<file path="src/open_address_key_table_macros.svh">
`ifndef OPEN_ADDRESS_KEY_TABLE_MACROS_SVH
`define OPEN_ADDRESS_KEY_TABLE_MACROS_SVH

// Same-cycle implication, sampled on clk, off during reset.
`define OAKT_ASSERT_IMP(label, ante, cons, msg) \
  label: assert property (@(posedge clk) disable iff (!rst_n) (ante) |-> (cons)) \
    else $error(msg);

// Next-cycle implication, sampled on clk, off during reset.
`define OAKT_ASSERT_NXT(label, ante, cons, msg) \
  label: assert property (@(posedge clk) disable iff (!rst_n) (ante) |=> (cons)) \
    else $error(msg);

`endif

</file>
<file path="src/oakt_pkg.sv">
package oakt_pkg;

  localparam int CMD_W      = 2;
  localparam int KEY_W      = 32;
  localparam int SLOT_W     = 10;
  localparam int STATUS_W   = 2;
  localparam int OCC_W      = 11;
  localparam int SIZE_W     = 11;
  localparam int OUT_DATA_W = 56;
  localparam int CFG_DATA_W = 32;
  localparam int CFG_ADDR_W = 3;

  localparam logic [CMD_W-1:0] CMD_ALLOC  = 2'd0;
  localparam logic [CMD_W-1:0] CMD_LOOKUP = 2'd1;
  localparam logic [CMD_W-1:0] CMD_DELETE = 2'd2;

  localparam logic [STATUS_W-1:0] ST_DONE      = 2'd0;
  localparam logic [STATUS_W-1:0] ST_NOT_FOUND = 2'd1;
  localparam logic [STATUS_W-1:0] ST_FULL      = 2'd2;

  localparam logic [SIZE_W-1:0] SIZE_RESET = 11'd1021;

  // word index of the size register
  localparam logic REG_TABLE_SIZE = 1'b0;

endpackage

</file>
<file path="src/oakt_mod.sv">
module oakt_mod
  import oakt_pkg::*;
#(
  parameter int KW = 32,
  parameter int ZW = 11
) (
  input  logic          clk,
  input  logic          rst_n,
  input  logic          start,
  input  logic [KW-1:0] dividend,
  input  logic [ZW-1:0] divisor,
  output logic          done,
  output logic [ZW-1:0] rem
);

  localparam int CW = $clog2(KW + 1);

  logic [KW-1:0] quo_r, quo_nxt;
  logic [ZW-1:0] rem_r, rem_nxt;
  logic [ZW-1:0] dsr_r, dsr_nxt;
  logic [CW-1:0] cnt_r, cnt_nxt;
  logic          busy_r, busy_nxt;
  logic          done_r, done_nxt;
  logic [ZW:0]   trial;

  // restoring remainder, one dividend bit per cycle
  assign trial = {rem_r, quo_r[KW-1]};

  always_comb begin
    quo_nxt  = quo_r;
    rem_nxt  = rem_r;
    dsr_nxt  = dsr_r;
    cnt_nxt  = cnt_r;
    busy_nxt = busy_r;
    done_nxt = 1'b0;
    if (start) begin
      quo_nxt  = dividend;
      rem_nxt  = '0;
      dsr_nxt  = divisor;
      cnt_nxt  = CW'(KW);
      busy_nxt = 1'b1;
    end else if (busy_r) begin
      quo_nxt = quo_r << 1;
      if (trial >= {1'b0, dsr_r}) begin
        rem_nxt = ZW'(trial - {1'b0, dsr_r});
      end else begin
        rem_nxt = ZW'(trial);
      end
      cnt_nxt = cnt_r - 1'b1;
      if (cnt_r == CW'(1)) begin
        busy_nxt = 1'b0;
        done_nxt = 1'b1;
      end
    end
  end

  always_ff @(posedge clk) begin
    if (!rst_n) begin
      busy_r <= 1'b0;
      done_r <= 1'b0;
      cnt_r  <= '0;
    end else begin
      busy_r <= busy_nxt;
      done_r <= done_nxt;
      cnt_r  <= cnt_nxt;
    end
    quo_r <= quo_nxt;
    rem_r <= rem_nxt;
    dsr_r <= dsr_nxt;
  end

  assign done = done_r;
  assign rem  = rem_r;

endmodule

</file>
<file path="config.mk">
export PLATFORM = sky130hd
export DESIGN_NAME = oakt_mod
export DESIGN_NICKNAME = d
export VERILOG_FILES = /design/src/open_address_key_table_macros.svh /design/src/oakt_pkg.sv /design/src/oakt_mod.sv
export SDC_FILE = /design/constraint.sdc
export NUM_CORES = 1
export LEC_CHECK = 0
export ABC_CLOCK_PERIOD_IN_PS = 3330
export BUFFER_PORTS_ARGS = -buffer_cell sky130_fd_sc_hd__buf_4
export CORE_MARGIN = 2
export CORE_UTILIZATION = 55
export DETAILED_ROUTE_END_ITERATION = 16
export GPL_TIMING_DRIVEN = 0
export PLACE_DENSITY = 0.84
export SLEW_MARGIN = 20
export SYNTH_ARGS = -nofsm -noshare
export SYNTH_HDL_FRONTEND = slang
export SYNTH_SLANG_ARGS = --single-unit
</file>
<file path="constraint.sdc">
create_clock -name clk -period 3.33 [get_ports clk]
set_clock_uncertainty 0.05 [all_clocks]
set_input_delay 0.333 -clock clk [delete_from_list [all_inputs] [get_ports clk]]
set_output_delay 0.333 -clock clk [all_outputs]
set_load 0.03 [all_outputs]
</file>
==> out/metrics.cfg, run 1 <==
[hold_path]
hold_depth = 1
min_path_type = in2reg

[logic_synthesis]
syn_nets = 315
ys.warnings.count = 0
synthTopCellsByCount = edfxtp_1 (43), mux2_2 (32), dfxtp_1 (19), nor2_1 (19), inv_1 (18)
syn_avg_cell_area_um2 = 11.9
yosys.area.top_type = edfxtp_1
synth_ff_type = edfxtp_1
async_reset_ff_frac = 0
synthCells = 255
ys_seq_area_frac = 0.549
synth.area.top_cells = edfxtp_1 (42%), dfxtp_1 (12%), mux2_2 (12%)
ys_types = 44
netlist.area_leader.share = 0.424
syn_area_um2 = 3050
synth_edf_count = 43
yosysMostFrequentCell = edfxtp_1
synth_seq_cells = 62

[run]
cap_violations = 0

[final_layout]
nets = 383
area_delta_synth_final_pct = 24.2
n_antenna_cell = 0
final.fill_count = 396
drive_gt1_frac = 0.341

[sta]
rsz0062_at_grt = false
setup_viol = 0
fin_tns_setup_ns = 0
hold_ws_ns = 0.116
max_freq_ghz = 0.361
final.period_utilization = 0.832
hold_violations = 0
tightest_slew_ns = 0.802
fin_crit_ns = 2.77
slew_headroom = 0.463
finalMaxSlewViolations = 0

[grt]
grt_pass1_vias = 2135
grt_max_degree = 33
grt.overflow.total = 0
gr-usage-all-layers = 0.212
grt_pass1_wl_um = 9890
antenna_found_initial = 0

[placement]
place_congestion = 0.880
io_buffers = 57
hpwl_um = 4290

[setup_path]
worstPathRequired_ns = 3.54
crit_type = reg2reg
cp.arrival_ns = 2.98
cp_max_fo = 8
r2r_cells = 10
crit_path_end_kind = flop
critical_path.startpoint_type = flop

[clocking]
cts_tree = done
clkSlewWorstSetupHoldPaths_ns = 0.08
clock-sinks = 62
insertion_delay_ns = 0.34
clk_path_buf_depth = 2
cts_resized = 0
post_cts_buffers = 0
postCtsHoldBufs = 0
ctsRootBufferMaster = clkbuf_8
htree_levels = 3
cts_inserted_buffers = 9

[detailed_routing]
vias = 2177
first_pass_iters = 5
routed_via_density = 5.44
ant_nets = 0
dr.max_layer_used = met4
wl_per_cell_um = 15.1
drc_errors = 0
wl_met2_um = 2970
drtIter0Drc = 99
dr_wl_met3_um = 397
routed_wl_um = 6030
wl_met1_um = 2530

[power_and_ir_drop]
p_per_area_nw_per_um2 = 508
power.leakage_nw = 1.56
irDropWorstVdd_uv = 422
fin_total_pwr_mw = 1.92

[die]
placementRows = 27
die_area_um2 = 6150
dieWidth_um = 78.4
initial_utilization = 0.560
coreArea_um2 = 5440
die_y_um = 78.4
ios = 58

[status]
outcome = finished clean

cell usage in the layout (no fill, tap or decap), types with 2 or more instances in the layout:
master / synthesis / layout
nand4_1: 2 / 2
o21ai_0: 15 / 15
edfxtp_1: 43 / 43
buf_4: 0 / 57
nand2b_1: 3 / 3
a21o_1: 2 / 2
nand3_1: 2 / 2
mux2i_1: 2 / 2
nor3_1: 6 / 6
inv_1: 18 / 17
or3_1: 3 / 3
nor2b_1: 3 / 3
dfxtp_1: 19 / 19
xor2_1: 4 / 4
a211oi_1: 3 / 3
a21oi_1: 15 / 15
nor2_1: 19 / 19
clkinvlp_4: 0 / 2
ha_1: 13 / 13
clkbuf_8: 0 / 9
nand2_1: 15 / 15
xnor2_1: 4 / 4
mux2_2: 32 / 32
bufinv_16: 0 / 2
o21a_1: 5 / 5
clkbuf_1: 2 / 2
a22o_1: 2 / 2
inv_6: 0 / 2
buf_1: 3 / 3
final cells by class:
class                           count  area [um^2]  area share
Inverter                           18         67.6      0.0179
Tap cell                           72         90.1      0.0238
Clock buffer                        9          124      0.0327
Sequential cell                    62         1670       0.442
Timing Repair Buffer               57          428       0.113
Multi-Input combinational cell    169         1280       0.338
Buffer                              6         30.0     0.00793
Clock inverter                      7         96.3      0.0255
path summary, 6_finish.rpt:
kind	slack (ns)	from	end
worst min-delay path	0.12	divisor[4]	dsr_r[4]$_DFFE_PP_
worst min register to register	0.44	cnt_r[0]$_SDFFE_PP0P_	cnt_r[0]$_SDFFE_PP0P_
worst max-delay path	0.56	quo_r[31]$_DFFE_PP_	rem[6]$_SDFFE_PP0P_
worst max register to register	0.56	quo_r[31]$_DFFE_PP_	rem[6]$_SDFFE_PP0P_
cell families (layout without fill, tap and decap cells):
logic type      count (synthesis)  in the layout  synth area share
xor+xnor                        8              8            0.0230
mux                            34             34             0.125
compound gates                 53             53             0.115
flops                          62             62             0.549
fa+ha+maj                      14             14            0.0600
buf+inv                        24             97            0.0320
simple gates                   60             60            0.0965
metal layers:
layer  vias up  global-route usage
met5         -                   0
met4         0              0.0842
met3        16              0.0644
met2        93               0.348
met1       999               0.262
li1       1069                   -
sequential cells by signal (all words and copies together) (netlist names):
name,flops
quo_r,32
busy_r,1
dsr_r,11
cnt_r,6
done,1
rem,11
metrics by stage:
step | utilization | cells | cell area (um^2) | setup WS, ns
after detailed placement | 0.655 | 384 | 3560 | 0.609
after global routing | 0.696 | 400 | 3780 | 0.440
after CTS | 0.696 | 400 | 3780 | 0.591
after global placement | 0.655 | 384 | 3560 | 0.646
final | 0.696 | 400 | 3780 | 0.560
after floorplan | - | 255 | 3050 | 0.642
critical path, cell delays in order (launching register included):
cell	delay, ns
edfxtp_1	0.36
inv_1	0.05
ha_1	0.22
fa_1	0.40
nand2b_2	0.21
o2bb2ai_2	0.14
a211o_1	0.37
and2_4	0.18
buf_6	0.13
or3b_1	0.39
a211oi_2	0.18
report_power, final:
group          internal [mW]  switching, mW
Clock                  0.424          0.312
Sequential             0.898         0.0249
Combinational          0.132          0.132
(Power assumes the default switching activity.)
==> inputs of run 2 (changes only) <==
--- a/config.mk
+++ b/config.mk
@@ -5,13 +5,13 @@
 export SDC_FILE = /design/constraint.sdc
 export NUM_CORES = 1
 export LEC_CHECK = 0
-export ABC_CLOCK_PERIOD_IN_PS = 3330
+export ABC_CLOCK_PERIOD_IN_PS = 2250
 export BUFFER_PORTS_ARGS = -buffer_cell sky130_fd_sc_hd__buf_4
 export CORE_MARGIN = 2
-export CORE_UTILIZATION = 55
+export CORE_UTILIZATION = 50
 export DETAILED_ROUTE_END_ITERATION = 16
 export GPL_TIMING_DRIVEN = 0
-export PLACE_DENSITY = 0.84
+export PLACE_DENSITY = 0.81
 export SLEW_MARGIN = 20
 export SYNTH_ARGS = -nofsm -noshare
 export SYNTH_HDL_FRONTEND = slang
==> constraint.sdc (replaced) <==
create_clock -name clk -period 2.25 [get_ports clk]
set_clock_uncertainty 0.05 [all_clocks]
set_input_delay 0.225 -clock clk [delete_from_list [all_inputs] [get_ports clk]]
set_output_delay 0.225 -clock clk [all_outputs]
set_load 0.03 [all_outputs]
==> run 2 against run 1 <==
  * Setup slack worse by 0.80 ns
  * Via count increased by 6.5%
  * The run now ends with setup timing left
  * First-iteration DRC count decreased by 20%
  * Sequential cell count did not move
  * Total power increased by 53%
  * Global-route usage is 0.17 points higher
  * Utilization barely moved
  * Critical path depth increased by 1
==> out/metrics.cfg, run 2 (synthesis gave the netlist of run 1 again) <==
[power_and_ir_drop]
irDropWorstVdd_uv = 466  ; +10%
switchingPower_mw = 0.709  ; +51%
p_int_mw = 2.23  ; +53%
clkPwrFrac = 0.375  ; -0.007
p_per_area_nw_per_um2 = 713  ; +40%
seqPwrFrac = 0.465  ; -0.015
comb_power_share = 0.161  ; +0.024
swShare = 0.241  ; -0.00258
fin_total_pwr_mw = 2.94  ; +53%
power.leakage_nw = 1.71  ; +9.1%

[final_layout]
final_cell_mix = buf_4 (67), edfxtp_1 (43), mux2_2 (31), nor2_1 (19), dfxtp_1 (18)
largest_reg_flops = 32  ; unchanged
final.fill_count = 415  ; +4.8%
drive_gt1_frac = 0.399  ; +0.0580
area_delta_synth_final_pct = 35.3
multi_input_area_um2 = 1370  ; +7.4%
top_register = quo_r
n_antenna_cell = 0  ; unchanged
final_common_cell = buf_4
nets = 408  ; +6.5%
seq_area_um2 = 1680  ; +0.22%

[sta]
tightest_slew_ns = 0.800  ; -0.00196 ns
slew_headroom = 0.465  ; +0.00131
setup_viol = 11  ; +11
max_freq_ghz = 0.401  ; +11%
fin_crit_ns = 2.49  ; -0.277 ns
finalWorstSetupSlack_ns = -0.243  ; -0.803 ns
fin_tns_setup_ns = -1.71  ; -1.71 ns
hold_ws_ns = 0.0519  ; -0.0644 ns
final.period_utilization = 1.11  ; +0.276
rsz0062_at_grt = true
hold_violations = 0  ; unchanged
finalMaxSlewViolations = 0  ; unchanged

[setup_path]
cpPeakStageDelay_ns = 0.37  ; -0.03 ns
critical_path.startpoint_type = flop
crit_type = reg2reg
cpMostUsedCell = buf_6
cp_max_fo = 5  ; -3
crit_chain = inv_1, ha_2, fa_2, nand2b_4, o2bb2ai_4, a211o_4, buf_6, buf_6, and3_4, a41oi_2, o211ai_1
slowest_stage = fa_2
crit_family = compound AO/OA/AOI/OAI gates
cp.arrival_ns = 2.66  ; -0.32 ns
crit_buf_inv = 3  ; +1
crit_path_end_kind = flop
worstPathRequired_ns = 2.41  ; -1.13 ns

[detailed_routing]
wl_per_cell_um = 15.7  ; +3.8%
routed_via_density = 5.42  ; -0.49%
drc_errors = 0  ; unchanged
routed_wl_um = 6700  ; +11%
drtIter0Drc = 79  ; -20%
first_pass_iters = 4  ; -1
ant_nets = 0  ; unchanged
vias = 2318  ; +6.5%

[run]
cap_violations = 0  ; unchanged

[die]
die_y_um = 82.1  ; +4.6%
coreArea_um2 = 5920  ; +8.9%
placementRows = 28  ; +3.7%
initial_utilization = 0.515  ; -0.0456
dieWidth_um = 82.1  ; +4.6%
die_area_um2 = 6730  ; +9.5%
ios = 58  ; unchanged

[grt]
grt_pass1_wl_um = 10600  ; +6.6%
antenna_found_initial = 0  ; unchanged
grt_max_degree = 33  ; unchanged
grt_pass1_vias = 2257  ; +5.7%
grt.overflow.total = 0  ; unchanged
gr-usage-all-layers = 0.213  ; +0.00167

[placement]
io_buffers = 57  ; unchanged
place_congestion = 0.861  ; -2.1%
dp_slack_ns = -0.414  ; -1.02 ns
hpwl_um = 4210  ; -1.9%

[clocking]
htree_levels = 3  ; unchanged
clock-sinks = 62  ; unchanged
clk_path_buf_depth = 2  ; unchanged
cts_tree = done
insertion_delay_ns = 0.34  ; about the same
clkSlewWorstSetupHoldPaths_ns = 0.07  ; about the same
ctsRootBufferMaster = clkbuf_8
cts_inserted_buffers = 9  ; unchanged

[status]
violations = setup timing
outcome = finished with violations

[hold_path]
min_path_type = in2reg

run 2: power by group through the flow:
stage / combinational [mW] / sequential, mW / clock (mW)
3_5_place_dp: 0.394 / 1.39 / 0
3_3_place_gp: 0.381 / 1.39 / 0
6_report: 0.472 / 1.37 / 1.10
4_1_cts: 0.437 / 1.37 / 1.11
5_1_grt: 0.516 / 1.38 / 1.17
2_1_floorplan: 0.250 / 1.39 / 0
run 2: stage by stage:
stage	cells	util	area [um^2]
finish	428	0.696	4120
global route	428	0.696	4120
CTS	423	0.679	4020
detailed placement	387	0.605	3580
global placement	387	0.605	3580
floorplan	255	-	3060
run 2: cell type report:
| cell class | instances | share of cell area |
|---|---|---|
| Buffer | 5 | 0.00455 |
| Clock buffer | 11 | 0.0343 |
| Clock inverter | 5 | 0.0200 |
| Inverter | 18 | 0.0164 |
| Multi-Input combinational cell | 169 | 0.333 |
| Sequential cell | 62 | 0.406 |
| Tap cell | 75 | 0.0228 |
| Timing Repair Buffer | 83 | 0.162 |
run 2: worst paths after layout:
check / cells past startpoint / start / endpoint / slack [ns]
worst min-delay path: 2 / rst_n / cnt_r[5]$_SDFFE_PN0P_ / 0.05
worst min register to register: 2 / rem[8]$_SDFFE_PP0P_ / rem[8]$_SDFFE_PP0P_ / 0.44
worst max register to register: 11 / quo_r[31]$_DFFE_PP_ / rem[10]$_SDFFE_PP0P_ / -0.24
worst max-delay path: 11 / quo_r[31]$_DFFE_PP_ / rem[10]$_SDFFE_PP0P_ / -0.24
run 2: what timing repair did:
item                                    4_1_cts  5_1_grt
buffers inserted                             11        4
cloned                                        0        0
resized for setup                             9       15
pin swaps                                     7       10
endpoints found under the setup margin       11       11
hold buffers                                 10        1
hold endpoints to repair                     10        1
run 2: per-layer routing:
layer | global-route usage | vias up | share of wire | routed length, um
met5 | 0 | - | 0 | 0
met2 | 0.341 | 85 | 0.48 | 3200
met1 | 0.254 | 1093 | 0.42 | 2840
li1 | - | 1125 | - | -
met4 | 0.108 | 0 | 0.026 | 176
met3 | 0.0747 | 15 | 0.072 | 484
==> inputs of run 3 (changes only) <==
--- a/config.mk
+++ b/config.mk
@@ -6,12 +6,12 @@
 export NUM_CORES = 1
 export LEC_CHECK = 0
 export ABC_CLOCK_PERIOD_IN_PS = 2250
-export BUFFER_PORTS_ARGS = -buffer_cell sky130_fd_sc_hd__buf_4
 export CORE_MARGIN = 2
-export CORE_UTILIZATION = 50
+export CORE_UTILIZATION = 57
 export DETAILED_ROUTE_END_ITERATION = 16
+export DONT_BUFFER_PORTS = 1
 export GPL_TIMING_DRIVEN = 0
-export PLACE_DENSITY = 0.81
+export PLACE_DENSITY = 0.8
 export SLEW_MARGIN = 20
 export SYNTH_ARGS = -nofsm -noshare
 export SYNTH_HDL_FRONTEND = slang
==> run 3 against run 2 <==
  * The flow still finishes with violations (setup timing)
  * Clock power is 6% lower
  * Design area is 12% lower
  * Via count decreased by 10%
  * Sequential cell count unchanged
  * Total power decreased by 5.7%
  * Critical path depth decreased by 2
  * First-iteration DRC count grew 24%
  * Fmax shrank 0.47%
  * Utilization up 0.98 points
  * Count of clock-buffer cells in the layout shrank 1
  * Global-route usage grew 0.57 points
  * Register-to-register slack hardly changed
==> out/metrics.cfg, run 3 (synthesis gave the netlist of run 1 again) <==
[status]
outcome = finished with violations
violations = setup timing

[grt]
grt.overflow.total = 0  ; unchanged
grt_pass1_wl_um = 9910  ; -6.1%
grt_max_degree = 33  ; unchanged
gr-usage-all-layers = 0.219  ; +0.00569
grt_pass1_vias = 2119  ; -6.1%
antenna_found_initial = 0  ; unchanged

[sta]
setup_viol = 9  ; -2
rsz0062_at_grt = true
tightest_slew_ns = 0.640  ; -0.161 ns
fin_crit_ns = 2.50  ; +0.0117 ns
slew_headroom = 0.573  ; +0.108
hold_violations = 0  ; unchanged
final.period_utilization = 1.11  ; +0.00518
finalMaxSlewViolations = 0  ; unchanged
max_freq_ghz = 0.399  ; -0.47%
finalWorstSetupSlack_ns = -0.255  ; -0.0117 ns

[final_layout]
final_area_um2 = 3630  ; -12%
final_common_cell = edfxtp_1
drive_gt1_frac = 0.276  ; -0.124
seq_area_um2 = 1690  ; +0.67%
final_cell_mix = edfxtp_1 (43), mux2_2 (32), nor2_1 (18), inv_1 (17), nand2_1 (14)
n_antenna_cell = 0  ; unchanged
area_delta_synth_final_pct = 19.1
top_register = quo_r
largest_reg_flops = 32  ; unchanged
multi_input_area_um2 = 1340  ; -2.3%
final_util = 0.706  ; +0.00983
nets = 350  ; -14%
final.fill_count = 394  ; -5.1%

[setup_path]
cpPeakStageDelay_ns = 0.36  ; about the same
crit_path_end_kind = flop
slowest_stage = a211o_4
r2r-start = quo_r[31]$_DFFE_PP_
cp_max_fo = 6  ; +1
worstPathRequired_ns = 2.42  ; about the same
crit_type = reg2reg
critical_path.startpoint_type = flop
crit_chain = inv_1, ha_2, fa_2, nand2b_4, o2bb2ai_4, a211o_4, nand2_2, mux2_2, a22o_1
r2r-end = rem[4]$_SDFFE_PP0P_
r2r_cells = 9  ; -2
cp.arrival_ns = 2.67  ; about the same
r2r_setup_slack_ns = -0.25  ; about the same

[detailed_routing]
wl_per_cell_um = 16.7  ; +6.9%
drc_errors = 0  ; unchanged
ant_nets = 0  ; unchanged
routed_wl_um = 6090  ; -9.1%
first_pass_iters = 4  ; unchanged
drtIter0Drc = 98  ; +24%
vias = 2078  ; -10%
routed_via_density = 5.71  ; +5.4%

[die]
die_area_um2 = 5950  ; -12%
dieWidth_um = 77.1  ; -6.0%
initial_utilization = 0.593  ; +0.0782
coreArea_um2 = 5140  ; -13%
placementRows = 26  ; -7.1%
ios = 58  ; unchanged
die_y_um = 77.1  ; -6.0%

[power_and_ir_drop]
power.leakage_nw = 1.40  ; -18%
irDropWorstVdd_uv = 626  ; +34%
p_per_area_nw_per_um2 = 764  ; +7.1%

[hold_path]
min-delay-start = dividend[0]
min_path_type = in2reg
hold_depth = 1  ; -1
hold_end = quo_r[0]$_SDFFCE_PN0P_

[clocking]
cts_inserted_buffers = 9  ; unchanged
clk_path_buf_depth = 2  ; unchanged
clock-sinks = 62  ; unchanged
insertion_delay_ns = 0.34  ; about the same
htree_levels = 3  ; unchanged
ctsRootBufferMaster = clkbuf_8
clkSlewWorstSetupHoldPaths_ns = 0.07  ; about the same
cts_tree = done

[placement]
io_buffers = 0  ; -100%
hpwl_um = 3960  ; -6.1%
dpl-instance-area_um2 = 3150  ; -12%
place_congestion = 0.897  ; +4.2%

[run]
cap_violations = 0  ; unchanged

## run 3: layout make-up
cell class                 count  area share
sequential                    62       0.465
multi-input combinational    169       0.370
timing repair buffer          25      0.0617
clock buffer                  10      0.0352
tap                           70      0.0241
clock inverter                 5      0.0207
inverter                      18      0.0186
buffer                         5     0.00517
## run 3: through the flow
step	TNS (ns)	hold slack [ns]	instances	setup WS (ns)	power (mW)
final	-1.27	0.0461	364	-0.255	2.77
after detailed placement	-7.65	0.274	325	-0.450	1.71
after CTS	-6.28	0.0305	359	-0.247	2.78
after global routing	-2.07	0.0287	364	-0.322	2.89
after floorplan	-0.518	0.274	255	-0.209	1.64
after global placement	-5.73	0.274	325	-0.435	1.70
## run 3: per-layer routing
| metal | track usage | routed length [um] | vias to the layer above |
|---|---|---|---|
| li1 | - | - | 1009 |
| met1 | 0.235 | 2400 | 977 |
| met2 | 0.374 | 3020 | 75 |
| met3 | 0.0976 | 521 | 17 |
| met4 | 0.0964 | 157 | 0 |
| met5 | 0 | 0 | - |
## run 3: critical path: cells and delay by family (launching register included)
kind                     cells  cell delay, ns
AO/OA/AOI/OAI                3            0.71
adder cells (fa/ha/maj)      2            0.53
buffers and inverters        1            0.05
flip-flops                   1            0.35
multiplexers                 1            0.36
AND/OR/NAND/NOR              2            0.32
## run 3: worst max-delay path by stage
stage	startpoint	end	slack, ns	cells past startpoint
after floorplan	quo_r[31]$_DFFE_PP_	rem[6]$_SDFFE_PP0P_	-0.21	10
after global placement	rem[8]$_SDFFE_PP0P_	rem[4]$_SDFFE_PP0P_	-0.44	7
after detailed placement	rem[8]$_SDFFE_PP0P_	rem[4]$_SDFFE_PP0P_	-0.45	7
after CTS	rem[6]$_SDFFE_PP0P_	rem[4]$_SDFFE_PP0P_	-0.25	7
after global routing	quo_r[31]$_DFFE_PP_	rem[6]$_SDFFE_PP0P_	-0.32	9
final	quo_r[31]$_DFFE_PP_	rem[4]$_SDFFE_PP0P_	-0.25	9
## run 3: repair_timing
item,in CTS,in global routing
endpoints found under the hold margin,24,0
setup buffers,7,5
gates resized for setup,8,16
pin swaps,9,10
hold buffers,13,0
setup endpoints to repair,43,23
## run 3: power by group
| part | total, mW | internal, mW | switching [mW] |
|---|---|---|---|
| Clock | 1.03 | 0.610 | 0.416 |
| Sequential | 1.38 | 1.33 | 0.0521 |
| Combinational | 0.363 | 0.177 | 0.186 |
